[config.mk]
export PLATFORM = sky130hd
export DESIGN_NAME = video_ula_pixel_serializer_core
export DESIGN_NICKNAME = d
export VERILOG_FILES = /design/src/hw/rtl/vups_pkg.sv /design/src/hw/rtl/vups_regs.sv /design/src/hw/rtl/vups_pixgen.sv /design/src/hw/rtl/video_ula_pixel_serializer_core.sv
export VERILOG_INCLUDE_DIRS = /design/src /design/src/hw/rtl
export SDC_FILE = /design/constraint.sdc
export NUM_CORES = 1
export LEC_CHECK = 0
export BUFFER_PORTS_ARGS = -buffer_cell sky130_fd_sc_hd__buf_2
export CAP_MARGIN = 15
export CORE_MARGIN = 3
export CORE_UTILIZATION = 63
export CTS_BUF_LIST = sky130_fd_sc_hd__clkbuf_16
export CTS_CLUSTER_DIAMETER = 80
export DETAILED_ROUTE_END_ITERATION = 16
export GPL_ROUTABILITY_DRIVEN = 0
export PLACE_DENSITY = 0.86
export SKIP_LAST_GASP = 1
export SLEW_MARGIN = 20
export SYNTH_ARGS = -nofsm -noshare
export SYNTH_HDL_FRONTEND = slang
export SYNTH_SLANG_ARGS = --single-unit
[constraint.sdc]
create_clock -name clk -period 5.74 [get_ports clk]
set_input_delay 0.287 -clock clk [delete_from_list [all_inputs] [get_ports clk]]
set_output_delay 0.287 -clock clk [all_outputs]
set_load 0.005 [all_outputs]
[src/hw/rtl/video_ula_pixel_serializer_core_defines.svh]
// ----------------------------------------------------------------------------
// video ula pixel serializer: assertion macros
// Shared property wrappers, clocked on clk and disabled while rst is high.
// ----------------------------------------------------------------------------
`ifndef VIDEO_ULA_PIXEL_SERIALIZER_CORE_DEFINES_SVH
`define VIDEO_ULA_PIXEL_SERIALIZER_CORE_DEFINES_SVH

// same-cycle implication
`define VUPS_ASSERT_NOW(label, cond, conseq, msg) \
  label: assert property (@(posedge clk) disable iff (rst) (cond) |-> (conseq)) \
    else $error(msg);

// next-cycle implication
`define VUPS_ASSERT_NXT(label, cond, conseq, msg) \
  label: assert property (@(posedge clk) disable iff (rst) (cond) |=> (conseq)) \
    else $error(msg);

`endif

[src/hw/rtl/vups_pkg.sv]
// ----------------------------------------------------------------------------
// vups_pkg
// Word kinds, colour constants, shared types and helper functions.
// ----------------------------------------------------------------------------
package vups_pkg;

  // word kinds
  localparam logic [2:0] KIND_CONTROL = 3'd0;
  localparam logic [2:0] KIND_PALETTE = 3'd1;
  localparam logic [2:0] KIND_LOAD    = 3'd2;
  localparam logic [2:0] KIND_PIXELS  = 3'd3;
  localparam logic [2:0] KIND_BLANK   = 3'd4;

  // rgb channel masks
  localparam logic [11:0] PIX_MASK   = 12'hfff;
  localparam logic [11:0] RED_BITS   = 12'hf00;
  localparam logic [11:0] GREEN_BITS = 12'h0f0;
  localparam logic [11:0] BLUE_BITS  = 12'h00f;

  // cursor segment patterns
  localparam logic [7:0] CURSOR_SEG0 = 8'hf0;
  localparam logic [7:0] CURSOR_SEG1 = 8'h0c;
  localparam logic [7:0] CURSOR_SEG2 = 8'h03;

  // palette entries are stored already inverted
  localparam logic [3:0] PAL_INVERT = 4'h7;

  localparam int unsigned NUM_PIX = 8;
  localparam int unsigned NUM_PAL = 16;

  typedef logic [NUM_PAL-1:0][3:0]  palette_t;
  typedef logic [NUM_PIX-1:0][11:0] pixels_t;

  // register state seen by the pixel generator
  typedef struct packed {
    logic [7:0] control;
    logic [7:0] shift_byte;
    logic [7:0] cursor_shape;
  } state_t;

  // values handed back for the register update
  typedef struct packed {
    logic [7:0] shift_byte;
    logic [7:0] cursor_shape;
  } update_t;

  // cursor pattern from the three select bits
  function automatic logic [7:0] cursor_arm(input logic [2:0] sel);
    logic [7:0] r;
    r = '0;
    if (sel[0]) r = r | CURSOR_SEG0;
    if (sel[1]) r = r | CURSOR_SEG1;
    if (sel[2]) r = r | CURSOR_SEG2;
    return r;
  endfunction

  // physical colour to rgb, with flash inversion of the upper eight
  function automatic logic [11:0] phys_to_rgb(input logic [3:0] p, input logic flash);
    logic [2:0]  c;
    logic [11:0] v;
    c = p[2:0] ^ {3{p[3] & flash}};
    v = '0;
    if (c[0]) v = v | RED_BITS;
    if (c[1]) v = v | GREEN_BITS;
    if (c[2]) v = v | BLUE_BITS;
    return v;
  endfunction

endpackage

[src/hw/rtl/vups_regs.sv]
// ----------------------------------------------------------------------------
// vups_regs
// Control, palette, shift byte and cursor shape registers, updated per word.
// ----------------------------------------------------------------------------
module vups_regs (
  input  logic               clk,
  input  logic               rst,
  input  logic               commit,
  input  logic [2:0]         kind,
  input  logic [7:0]         data,
  input  logic               cursor_display,
  input  vups_pkg::update_t  upd,
  output vups_pkg::state_t   state,
  output vups_pkg::palette_t palette
);

  logic [7:0]         control;
  logic [7:0]         shift_byte;
  logic [7:0]         cursor_shape;
  vups_pkg::palette_t colour_map;

  // register writes and emit side effects
  always_ff @(posedge clk) begin
    if (rst) begin
      control      <= '0;
      shift_byte   <= '0;
      cursor_shape <= '0;
      colour_map   <= '0;
    end else if (commit) begin
      case (kind)
        vups_pkg::KIND_CONTROL: begin
          control <= data;
        end
        vups_pkg::KIND_PALETTE: begin
          colour_map[data[7:4]] <= data[3:0] ^ vups_pkg::PAL_INVERT;
        end
        vups_pkg::KIND_LOAD: begin
          shift_byte <= data;
          if (cursor_display) cursor_shape <= vups_pkg::cursor_arm(control[7:5]);
        end
        vups_pkg::KIND_PIXELS: begin
          shift_byte   <= upd.shift_byte;
          cursor_shape <= upd.cursor_shape;
        end
        vups_pkg::KIND_BLANK: begin
          cursor_shape <= upd.cursor_shape;
        end
        default: begin
        end
      endcase
    end
  end

  assign state.control      = control;
  assign state.shift_byte   = shift_byte;
  assign state.cursor_shape = cursor_shape;
  assign palette            = colour_map;

endmodule

[src/hw/rtl/vups_pixgen.sv]
// ----------------------------------------------------------------------------
// vups_pixgen
// Shifts logical pixels out of the byte, maps them through the palette and
// fills the eight output pixels, with flash and cursor applied.
// ----------------------------------------------------------------------------
module vups_pixgen (
  input  logic               blank,
  input  vups_pkg::state_t   state,
  input  vups_pkg::palette_t palette,
  output vups_pkg::pixels_t  pixels,
  output vups_pkg::update_t  upd
);

  logic [vups_pkg::NUM_PIX:0][7:0]  step_byte;
  logic [vups_pkg::NUM_PIX-1:0][11:0] step_rgb;
  logic [vups_pkg::NUM_PIX-1:0][3:0]  idx;
  logic [1:0]                         width;
  logic                               flash;
  logic                               cur_on;

  assign width  = state.control[3:2];
  assign flash  = state.control[0];
  assign cur_on = state.cursor_shape[0];

  // successive shift byte values, a one entering at the bottom
  always_comb begin
    step_byte[0] = state.shift_byte;
    for (int j = 0; j < vups_pkg::NUM_PIX; j++) begin
      step_byte[j+1] = {step_byte[j][6:0], 1'b1};
    end
  end

  // logical colour from bits 7,5,3,1 then palette lookup
  always_comb begin
    for (int j = 0; j < vups_pkg::NUM_PIX; j++) begin
      idx[j]      = {step_byte[j][7], step_byte[j][5], step_byte[j][3], step_byte[j][1]};
      step_rgb[j] = vups_pkg::phys_to_rgb(palette[idx[j]], flash);
    end
  end

  // repeat each logical pixel to fill the eight outputs
  always_comb begin
    for (int i = 0; i < vups_pkg::NUM_PIX; i++) begin
      case (width)
        2'd0:    pixels[i] = step_rgb[0];
        2'd1:    pixels[i] = step_rgb[i >> 2];
        2'd2:    pixels[i] = step_rgb[i >> 1];
        2'd3:    pixels[i] = step_rgb[i];
        default: pixels[i] = step_rgb[0];
      endcase
      if (blank) pixels[i] = '0;
      if (cur_on) pixels[i] = pixels[i] ^ vups_pkg::PIX_MASK;
    end
  end

  // shift byte after 1, 2, 4 or 8 pixels
  always_comb begin
    case (width)
      2'd0:    upd.shift_byte = step_byte[1];
      2'd1:    upd.shift_byte = step_byte[2];
      2'd2:    upd.shift_byte = step_byte[4];
      2'd3:    upd.shift_byte = step_byte[8];
      default: upd.shift_byte = step_byte[1];
    endcase
  end

  // cursor advances by one, or by two in fast clock mode
  assign upd.cursor_shape = state.control[4] ? (state.cursor_shape >> 2)
                                             : (state.cursor_shape >> 1);

endmodule

[src/hw/rtl/video_ula_pixel_serializer_core.sv]
// ----------------------------------------------------------------------------
// video_ula_pixel_serializer_core
// Palette pixel serializer with hardware cursor, one word per clock while the output is not stalled.
// ----------------------------------------------------------------------------
// Usage:
//   Input channel (in_valid/in_ready) carries words of kind, data and
//   cursor_display: control write, palette write, byte load, pixel emit or
//   blank emit. Writes and byte loads produce nothing on the output.
//   Output channel (out_valid/out_ready) carries one word of eight 12-bit
//   RGB pixels, pixel0..pixel7, for every pixel or blank emit.
//   An emit word is registered in the input register and its pixels then in
//   the result register, from which they show on the output.
//   Throughput: one word per cycle unless an emit waits on a stalled output,
//   set by the single input and result registers around one lookup and fill pass.
//   Register state updates as each word leaves the input register, so a
//   write is seen by the very next word.
//   Reset clears control, palette, shift byte and cursor, and empties both
//   registers. When the receiver stalls, the result is held; one further
//   word is taken into the input register and writes keep flowing past an
//   occupied output only if they produce no result.
// ----------------------------------------------------------------------------
`include "video_ula_pixel_serializer_core_defines.svh"

module video_ula_pixel_serializer_core (
  input  logic        clk,
  input  logic        rst,
  input  logic        in_valid,
  output logic        in_ready,
  input  logic [2:0]  kind,
  input  logic [7:0]  data,
  input  logic        cursor_display,
  output logic        out_valid,
  input  logic        out_ready,
  output logic [11:0] pixel0,
  output logic [11:0] pixel1,
  output logic [11:0] pixel2,
  output logic [11:0] pixel3,
  output logic [11:0] pixel4,
  output logic [11:0] pixel5,
  output logic [11:0] pixel6,
  output logic [11:0] pixel7
);

  logic                s1_valid;
  logic [2:0]          s1_kind;
  logic [7:0]          s1_data;
  logic                s1_cud;
  logic                s1_emit;
  logic                s1_blank;
  logic                s1_advance;
  vups_pkg::state_t    state;
  vups_pkg::palette_t  palette;
  vups_pkg::update_t   upd;
  vups_pkg::pixels_t   pix_calc;
  vups_pkg::pixels_t   pix;

  assign s1_blank   = (s1_kind == vups_pkg::KIND_BLANK);
  assign s1_emit    = (s1_kind == vups_pkg::KIND_PIXELS) || s1_blank;
  assign s1_advance = s1_valid && (!s1_emit || !out_valid || out_ready);
  assign in_ready   = !s1_valid || s1_advance;

  // input register
  always_ff @(posedge clk) begin
    if (rst) begin
      s1_valid <= 1'b0;
    end else if (in_ready) begin
      s1_valid <= in_valid;
    end
  end

  always_ff @(posedge clk) begin
    if (in_ready && in_valid) begin
      s1_kind <= kind;
      s1_data <= data;
      s1_cud  <= cursor_display;
    end
  end

  vups_regs u_regs (
    .clk            (clk),
    .rst            (rst),
    .commit         (s1_advance),
    .kind           (s1_kind),
    .data           (s1_data),
    .cursor_display (s1_cud),
    .upd            (upd),
    .state          (state),
    .palette        (palette)
  );

  vups_pixgen u_pixgen (
    .blank   (s1_blank),
    .state   (state),
    .palette (palette),
    .pixels  (pix_calc),
    .upd     (upd)
  );

  // result register
  always_ff @(posedge clk) begin
    if (rst) begin
      out_valid <= 1'b0;
    end else if (s1_advance && s1_emit) begin
      out_valid <= 1'b1;
    end else if (out_ready) begin
      out_valid <= 1'b0;
    end
  end

  always_ff @(posedge clk) begin
    if (s1_advance && s1_emit) begin
      pix <= pix_calc;
    end
  end

  assign pixel0 = pix[0];
  assign pixel1 = pix[1];
  assign pixel2 = pix[2];
  assign pixel3 = pix[3];
  assign pixel4 = pix[4];
  assign pixel5 = pix[5];
  assign pixel6 = pix[6];
  assign pixel7 = pix[7];

  // writes never wait on the output side
  `VUPS_ASSERT_NOW(a_write_flows, s1_valid && !s1_emit, s1_advance, "write word stalled")

  // an emit leaving the input register always lands in the result register
  `VUPS_ASSERT_NXT(a_emit_lands, s1_advance && s1_emit, out_valid, "emit result lost")

  // blank without cursor gives black pixels
  `VUPS_ASSERT_NXT(a_blank_black, s1_advance && s1_blank && !state.cursor_shape[0], (pixel0 == 12'h000) && (pixel7 == 12'h000), "blank not black")

  // an emit with cursor set always moves the cursor pattern down
  `VUPS_ASSERT_NXT(a_cursor_moves, s1_advance && s1_emit && state.cursor_shape[0], !state.cursor_shape[7], "cursor not shifted")

endmodule

==> results_dict.tcl, run 1 <==
set metrics [dict create \
    cts_hold_buf 0 \
    yosysMostFrequentCell "nor2_1" \
    netlist_area_um2 8100 \
    hold_path_depth 1 \
    slew_headroom_pct 29.3 \
    seq_area_frac_synth_pct 35.3 \
    htreeDepth 4 \
    vdd_ir_drop_max_uv 220 \
    post-route-period-util_pct 60.8 \
    yosysTopAreaCellShare_pct 22.0 \
    die_area_um2 14300 \
    finalHoldViolations 0 \
    grt_pass1_wl_um 31400 \
    grt_pass1_vias 6060 \
    cts_resized 0 \
    finalSetupViolations 0 \
    synth_xor_area_share_pct 5.03 \
    synth_nets 907 \
    holdPathEnd "s1_data[5]" \
    fin_util_pct 70.2 \
    skew_ps 9.13 \
    grt-ovfl-total 0 \
    area_delta_synth_final_pct 6.59 \
    tns_ps 0 \
    cts_setup_buffers 0 \
    pre_cts_ws_ps 2340 \
    synth_common_cells "nor2_1, a21oi_1, dfxtp_1" \
    cts_tree "done" \
    p_leak_nw 3.10 \
    die_height_um 119 \
    fin_crit_ps 3490 \
    fp-row-count 40 \
    yosysWarnings 0 \
    first_pass_iters 6 \
    grt_usage_pct 28.0 \
    worstPathMaxFanout 39 \
    finalMaxSlewViolations 0 \
    worstSetupStartpointType "register" \
    grt_max_degree 90 \
    fin_hold_ws_ps 34.8 \
    syn-mean-instance-area_um2 9.10 \
    fmax_mhz 286 \
    r2r_slack_ps 2250 \
    synth_cell_types 53 \
    drive_above_1_share_pct 23.4 \
    synth_top_family_by_area "multiplexers" \
    ant_nets 0 \
    initialDrtViolationCount 813 \
    drt-total-wl_um 19800 \
    nets 901 \
    cts_sinks 125 \
    synth_compound_area_share_pct 15.1 \
    r2r_end "pixel5[3]" \
    p_per_area_nw_per_um2 242 \
    cts_buffers 17 \
    status "finished, final reports clean" \
    routed-via-count 6774 \
    worstSetupPathType "register to register" \
    path_buf_inv 1 \
    synth.top_cells.by_area "dfxtp_1, edfxtp_1, mux4_2" \
    vias_per_cell 6.35 \
    synthMuxAreaShare_pct 17.6 \
    top_level_ports 114 \
    fp.coreArea_um2 12300 \
    worst_pin_slew_ps 1060 \
    critical_path_arrival_ps 3640 \
    hp-start "data[5]" \
    clk_path_buf_depth 2 \
    routedWlPerCell_um 18.6 \
    gr-usage-met2_pct 44.4 \
    ys.flop_type "dfxtp_1" \
    cp_slowest_cell "dfxtp_2" \
    die-width_um 119 \
    drcViolationCount 0 \
    antenna_found_initial 0 \
    rsz0062_at_grt "no" \
    slowest_delay_ps 940 \
    numPortBuffers 113 \
    crit_family "flip-flops" \
    num-fill-cells 941 \
    synthSimpleGateAreaFrac_pct 15.6 \
    synth_edf_count 36 \
    synthAdderAreaFrac_pct 0 \
    met3_usage_pct 5.75 \
    cts-root-buf "clkbuf_16" \
    yosysTopAreaCell "dfxtp_1" \
    initial_core_util_pct 65.8 \
    worst-r2r-cell-count 8 \
    end_kind "register" \
    antenna_cells 0 \
    syn_inst 891 \
    maxCapViolations 0 \
    timing.rr.start "u_regs.shift_byte[1]" \
    grt-busiest-layer "met2" \
    hp-class "input pin to register" \
    critPathRequiredTime_ps 5890 \
    path_clk_slew_ps 60 \
    fin_ws_ps 2250 \
    ys_seq_elements 125 \
    clk_latency_ps 430 \
    crit_chain "buf_4 -> mux4_2 -> and2_1 -> o221ai_4 -> xor2_1 -> o31a_1 -> o31ai_1 -> xnor2_1" \
    async_flop_share_pct 0 \
    met1_usage_pct 35.9 \
    dp_hpwl_um 14300 \
]
through the flow:
step	cell area (µm²)	power, mW	cells
6_report	8640	2.09	1066
2_1_floorplan	8100	1.05	891
4_1_cts	8630	2.10	1065
5_1_grt	8640	2.15	1066
3_5_place_dp	8050	1.07	1033
3_3_place_gp	8050	1.07	1033
metal layers:
layer  share of wire [%]  vias up
met2                  47      451
met3                  11       70
li1                    -     3103
met5                   0        -
met1                  38     3150
met4                 4.5        0
state kept, by name (all words and copies together), names as in the netlist:
| register | count |
|---|---|
| u_regs.control | 7 |
| pixel5 | 3 |
| out_valid | 1 |
| u_regs.shift_byte | 8 |
| pixel2 | 3 |
| s1_cud | 1 |
| s1_valid | 1 |
| s1_data | 8 |
| pixel7 | 3 |
| u_regs.palette | 64 |
| pixel1 | 3 |
| pixel0 | 3 |
| s1_kind | 3 |
| u_regs.cursor_shape | 8 |
| pixel4 | 3 |
| pixel3 | 3 |
| pixel6 | 3 |
placed cells by master (no fill, tap or decap), drive strengths merged, types with 3 or more instances in the layout:
master and count:
nor2 154, buf 121, a21oi 101, dfxtp 89, nand2 59, mux4 40, mux2i 39, edfxtp 36
nand3 22, xnor2 22, xor2 22, clkbuf 18, nor2b 16, a211oi 16, o31ai 14, nand2b 13
inv 10, a32oi 9, mux2 9, o211ai 9, nor3 8, and2 8, a2111oi 7, a22oi 6
o221ai 6, clkinvlp 5, or2 5, clkinv 5, a31oi 4, a311oi 3, a22o 3
worst max-delay path by stage:
stage                              start         end  slack, ps  cells past startpoint
floorplan                     s1_kind[2]  pixel0[10]       2900                      7
global placement    u_regs.shift_byte[1]   pixel7[3]       2460                      8
detailed placement  u_regs.shift_byte[1]   pixel7[3]       2340                      8
CTS                 u_regs.shift_byte[1]   pixel7[3]       2310                      8
global route        u_regs.shift_byte[1]   pixel7[3]       2070                      8
finish              u_regs.shift_byte[1]   pixel5[3]       2250                      8
power breakdown:
group | internal, mW | switching [mW] | leakage [nW]
Clock | 0.635 | 0.398 | 0.273
Sequential | 0.921 | 0.0340 | 1.06
Combinational | 0.0436 | 0.0592 | 1.77
final cells by class:
type / count / area [µm²] / area share, %
Multi-Input combinational cell: 612 / 4330 / 50.1
Inverter: 7 / 26.3 / 0.304
Sequential cell: 125 / 2870 / 33.2
Clock inverter: 15 / 148 / 1.71
Tap cell: 168 / 210 / 2.43
Timing Repair Buffer: 122 / 633 / 7.33
Clock buffer: 17 / 425 / 4.92
cells by family after synthesis:
kind of cell,after synthesis
simple gates,292
compound gates,188
buf+inv,154
flops,125
mux,88
xor+xnor,44
Power figures use the tool's default switching activity.
==> run 2: changes to the inputs <==
Settings changed: CORE_UTILIZATION 63 to 53, PLACE_DENSITY 0.86 to 0.78.
Clock period 5.74 ns to 2.9 ns, I/O delays scaled along.
==> results_dict.tcl, run 2 (same netlist as run 1, synthesis figures left out) <==
set metrics [dict create \
    status "finished, final reports clean" \
    fp-row-count 44 \
    worst_pin_slew_ps 772 \
    dp_hpwl_um 15500 \
    hp-class "input pin to register" \
    clock_power_share_pct 50.6 \
    p_leak_nw 3.33 \
    routed-via-count 6878 \
    drt-total-wl_um 21200 \
    worstSetupStartpointType "register" \
    area_delta_synth_final_pct 11.7 \
    first_pass_iters 5 \
    tns_ps 0 \
    fp.coreArea_um2 14800 \
    die_height_um 130 \
    clk_path_buf_depth 2 \
    grt_usage_pct 25.3 \
    fmax_mhz 368 \
    slew_headroom_pct 48.5 \
    top_level_ports 114 \
    cts_buffers 17 \
    ant_nets 0 \
    fin_crit_ps 2710 \
    fin_util_pct 61.4 \
    layout_commonest_cell "nor2_1" \
    routedWlPerCell_um 18.9 \
    drcViolationCount 0 \
    path_clk_slew_ps 60 \
    vdd_ir_drop_max_uv 422 \
    clk_latency_ps 420 \
    drive_above_1_share_pct 25.3 \
    worstPathMaxFanout 18 \
    grt_pass1_vias 5971 \
    vias_per_cell 6.14 \
    internal_power_mw 3.30 \
    numPortBuffers 113 \
    finalHoldViolations 0 \
    regArea_um2 2870 \
    critical_path_arrival_ps 2870 \
    pre_cts_ws_ps 71.4 \
    largest_register_ffs 64 \
    nets 939 \
    final_cell_area_um2 9050 \
    grt-ovfl-total 0 \
    die-width_um 130 \
    initial_core_util_pct 54.9 \
    initialDrtViolationCount 614 \
    fin_ws_ps 186 \
    post-route-period-util_pct 93.6 \
    num-fill-cells 1164 \
    seqPwrFrac_pct 43.7 \
    grt_pass1_wl_um 32800 \
    cts-root-buf "clkbuf_16" \
    rsz0062_at_grt "no" \
    cts_tree "done" \
    p_per_area_nw_per_um2 474 \
    antenna_found_initial 0 \
    p_sw_share_pct 23.2 \
    finalMaxSlewViolations 0 \
    multi_input_area_um2 4340 \
    dpl-instance-area_um2 8290 \
    power_switching_mw 0.994 \
    htreeDepth 4 \
    grt_max_degree 52 \
    finalSetupViolations 0 \
    critPathRequiredTime_ps 3060 \
    comb_power_share_pct 5.7 \
    end_kind "register" \
    skew_ps 13.5 \
    cts_sinks 125 \
    antenna_cells 0 \
    worstSetupPathType "register to register" \
    die_area_um2 16800 \
    maxCapViolations 0 \
    final_cell_mix "nor2_1, buf_2, a21oi_1, dfxtp_1, nand2_1" \
]
==> run 2: worst max-delay path: stages (launching register included) <==
cell	delay (ps)
dfxtp_1	780
mux4_2	410
a22o_1	220
a31oi_1	250
xor2_1	320
o31a_1	230
o31ai_1	100
xnor2_1	130
==> run 2: power groups by stage <==
| stage | combinational, mW | clock, mW | sequential, mW |
|---|---|---|---|
| finish | 0.244 | 2.17 | 1.88 |
| global route | 0.268 | 2.31 | 1.88 |
| CTS | 0.240 | 2.21 | 1.88 |
| detailed placement | 0.226 | 0 | 1.91 |
| global placement | 0.222 | 0 | 1.91 |
| floorplan | 0.205 | 0 | 1.87 |
==> run 2: layout make-up <==
class	instances	area share (%)
tap	184	2.54
clock buffer	19	5.25
multi-input combinational	612	48.0
clock inverter	13	1.45
timing repair buffer	160	10.8
sequential	125	31.7
inverter	7	0.290
==> run 2: what timing repair did <==
action / in CTS / in global routing
setup buffers: 0 / 1
endpoints found under the setup margin: 0 / 15
endpoints found under the hold margin: 13 / 0
hold buffers: 13 / 0
gates resized for setup: 0 / 6
==> run 2: routing by layer <==
metal	part of all wire (%)	track usage, %	vias up	wire length [µm]
met1	40	33.4	3221	8550
met5	0	0	-	0
met3	10	7.05	45	2170
li1	-	-	3185	-
met4	2.8	8.50	0	590
met2	47	40.3	427	9880
==> run 2: final timing paths <==
kind	cells after the start	end	slack (ps)	start
worst max-delay path	7	pixel5[3]	190	u_regs.shift_byte[5]
worst min-delay path	3	out_valid	50	out_ready
worst max register to register	7	pixel5[3]	190	u_regs.shift_byte[5]
worst min register to register	2	u_regs.cursor_shape[7]	480	u_regs.cursor_shape[7]
==> run 2: stage by stage <==
stage,total power [mW],hold slack (ps),instances
2_1_floorplan,2.08,244,891
3_3_place_gp,2.13,321,1074
3_5_place_dp,2.14,323,1074
4_1_cts,4.33,20.2,1119
5_1_grt,4.46,64.7,1120
6_report,4.29,46.3,1120
==> run 3: changes to the inputs <==
Settings changed: CORE_UTILIZATION 53 to 55, SYNTH_HIERARCHICAL set to 1.
==> results_dict.tcl, run 3 <==
set metrics [dict create \
    initialDrtViolationCount 856 \
    largest_register_ffs 64 \
    drt-total-wl_um 24400 \
    clock_power_share_pct 41.2 \
    nets 988 \
    finalMaxSlewViolations 0 \
    yosysWarnings 6 \
    routed-via-count 7571 \
    layout_commonest_cell "buf_2" \
    r2r_slack_ps 20 \
    die-width_um 146 \
    first_pass_iters 6 \
    crit_start "u_regs/shift_byte[3]" \
    rsz0062_at_grt "yes" \
    pre_cts_ws_ps 15.4 \
    cts_tree "done" \
    dp_hpwl_um 17300 \
    drcViolationCount 0 \
    seqPwrFrac_pct 52.8 \
    cts_sinks 197 \
    worst-r2r-cell-count 7 \
    path_clk_slew_ps 70 \
    regArea_um2 5030 \
    internal_power_mw 4.41 \
    total_power_mw 5.79 \
    r2r_end "pixel6[7]" \
    status "finished, final reports clean" \
    grt_pass1_vias 7054 \
    netlist_area_um2 10800 \
    fin_hold_ws_ps 118 \
    num-fill-cells 1466 \
    worstPathMaxFanout 20 \
    final_cell_mix "buf_2, edfxtp_1, dfxtp_1, nand2_1, nor2_1" \
    grt_max_degree 58 \
    slew_headroom_pct 36.3 \
    synth_nets 944 \
    die_height_um 146 \
    grt_usage_pct 22.3 \
    worst_pin_slew_ps 955 \
    multi_input_area_um2 4920 \
    fin_ws_ps 17.1 \
    finalSetupViolations 0 \
    antenna_found_initial 0 \
    area_delta_synth_final_pct 11.8 \
    clk_latency_ps 440 \
    initial_core_util_pct 56.8 \
    comb_power_share_pct 6.0 \
    fp.coreArea_um2 19000 \
    vias_per_cell 6.08 \
    numPortBuffers 113 \
    routedWlPerCell_um 19.6 \
    critical_path_arrival_ps 3100 \
    end_kind "register" \
    clk_path_buf_depth 2 \
    antenna_cells 0 \
    maxCapViolations 0 \
    syn_inst 928 \
    vdd_ir_drop_max_uv 382 \
    cts_buffers 17 \
    fp-row-count 50 \
    fin_crit_ps 2880 \
    crit_path_end "pixel6[7]" \
    grt_pass1_wl_um 38000 \
    cts-root-buf "clkbuf_16" \
    drive_above_1_share_pct 31.0 \
    p_per_area_nw_per_um2 481 \
    p_sw_share_pct 23.9 \
    timing.rr.start "u_regs/shift_byte[3]" \
    top_level_ports 114 \
    htreeDepth 4 \
    fmax_mhz 347 \
    worstSetupPathType "register to register" \
    critPathRequiredTime_ps 3120 \
    grt-ovfl-total 0 \
    final_cells 1245 \
    dp.cells 1198 \
    hp-class "input pin to register" \
    worstSetupStartpointType "register" \
    syn-mean-instance-area_um2 11.6 \
    finalHoldViolations 0 \
    ant_nets 0 \
    power_switching_mw 1.38 \
    skew_ps 13.7 \
    p_leak_nw 4.25 \
    die_area_um2 21300 \
    post-route-period-util_pct 99.4 \
]
==> run 3: cell type report <==
type,instances,share of cell area [%]
sequential,197,41.8
multi-input combinational,580,40.9
timing repair buffer,168,9.15
clock buffer,17,3.53
tap,260,2.70
clock inverter,15,1.68
inverter,8,0.249
==> run 3: how the worst min path moves through the flow <==
stage	start	to	slack (ps)	cells after the start
6_report	rst	u_regs/palette[39]	120	2
5_1_grt	rst	u_regs/palette[43]	130	2
4_1_cts	rst	u_regs/palette[35]	110	2
3_5_place_dp	data[0]	s1_data[0]	320	1
3_3_place_gp	data[3]	s1_data[3]	320	1
2_1_floorplan	rst	out_valid	210	1
==> run 3: metal layers <==
layer / vias to the layer above / wire length (µm) / share of wire, % / track usage, %
li1: 3487 / - / - / -
met1: 3638 / 10200 / 42 / 31.0
met2: 394 / 11400 / 47 / 35.2
met3: 52 / 2040 / 8.3 / 3.74
met4: 0 / 785 / 3.2 / 8.93
met5: - / 0 / 0 / 0
==> run 3: what timing repair did <==
action | in CTS | in global routing
setup buffers | 1 | 0
endpoints found under the hold margin | 14 | 0
resized for setup | 0 | 18
hold buffers | 14 | 0
endpoints found under the setup margin | 4 | 68
==> run 3: metrics by stage <==
stage	util [%]	cell area (µm²)	setup TNS [ps]
global placement	58.8	11100	0
floorplan	-	10800	0
global route	63.5	12000	-499
finish	63.5	12000	0
CTS	62.9	11900	0
detailed placement	58.8	11100	0
==> run 3: worst max-delay path: stages (launching register included) <==
cell,delay [ps]
dfxtp_2,380
buf_12,180
mux4_2,510
mux2_2,280
o21ai_1,360
xnor2_1,250
a221oi_2,380
xor2_1,320
==> run 3: power groups by stage <==
stage / clock [mW] / combinational [mW] / sequential (mW)
global route: 2.55 / 0.378 / 3.06
detailed placement: 0 / 0.323 / 3.12
CTS: 2.44 / 0.340 / 3.06
finish: 2.39 / 0.348 / 3.06
floorplan: 0 / 0.317 / 3.10
global placement: 0 / 0.314 / 3.12
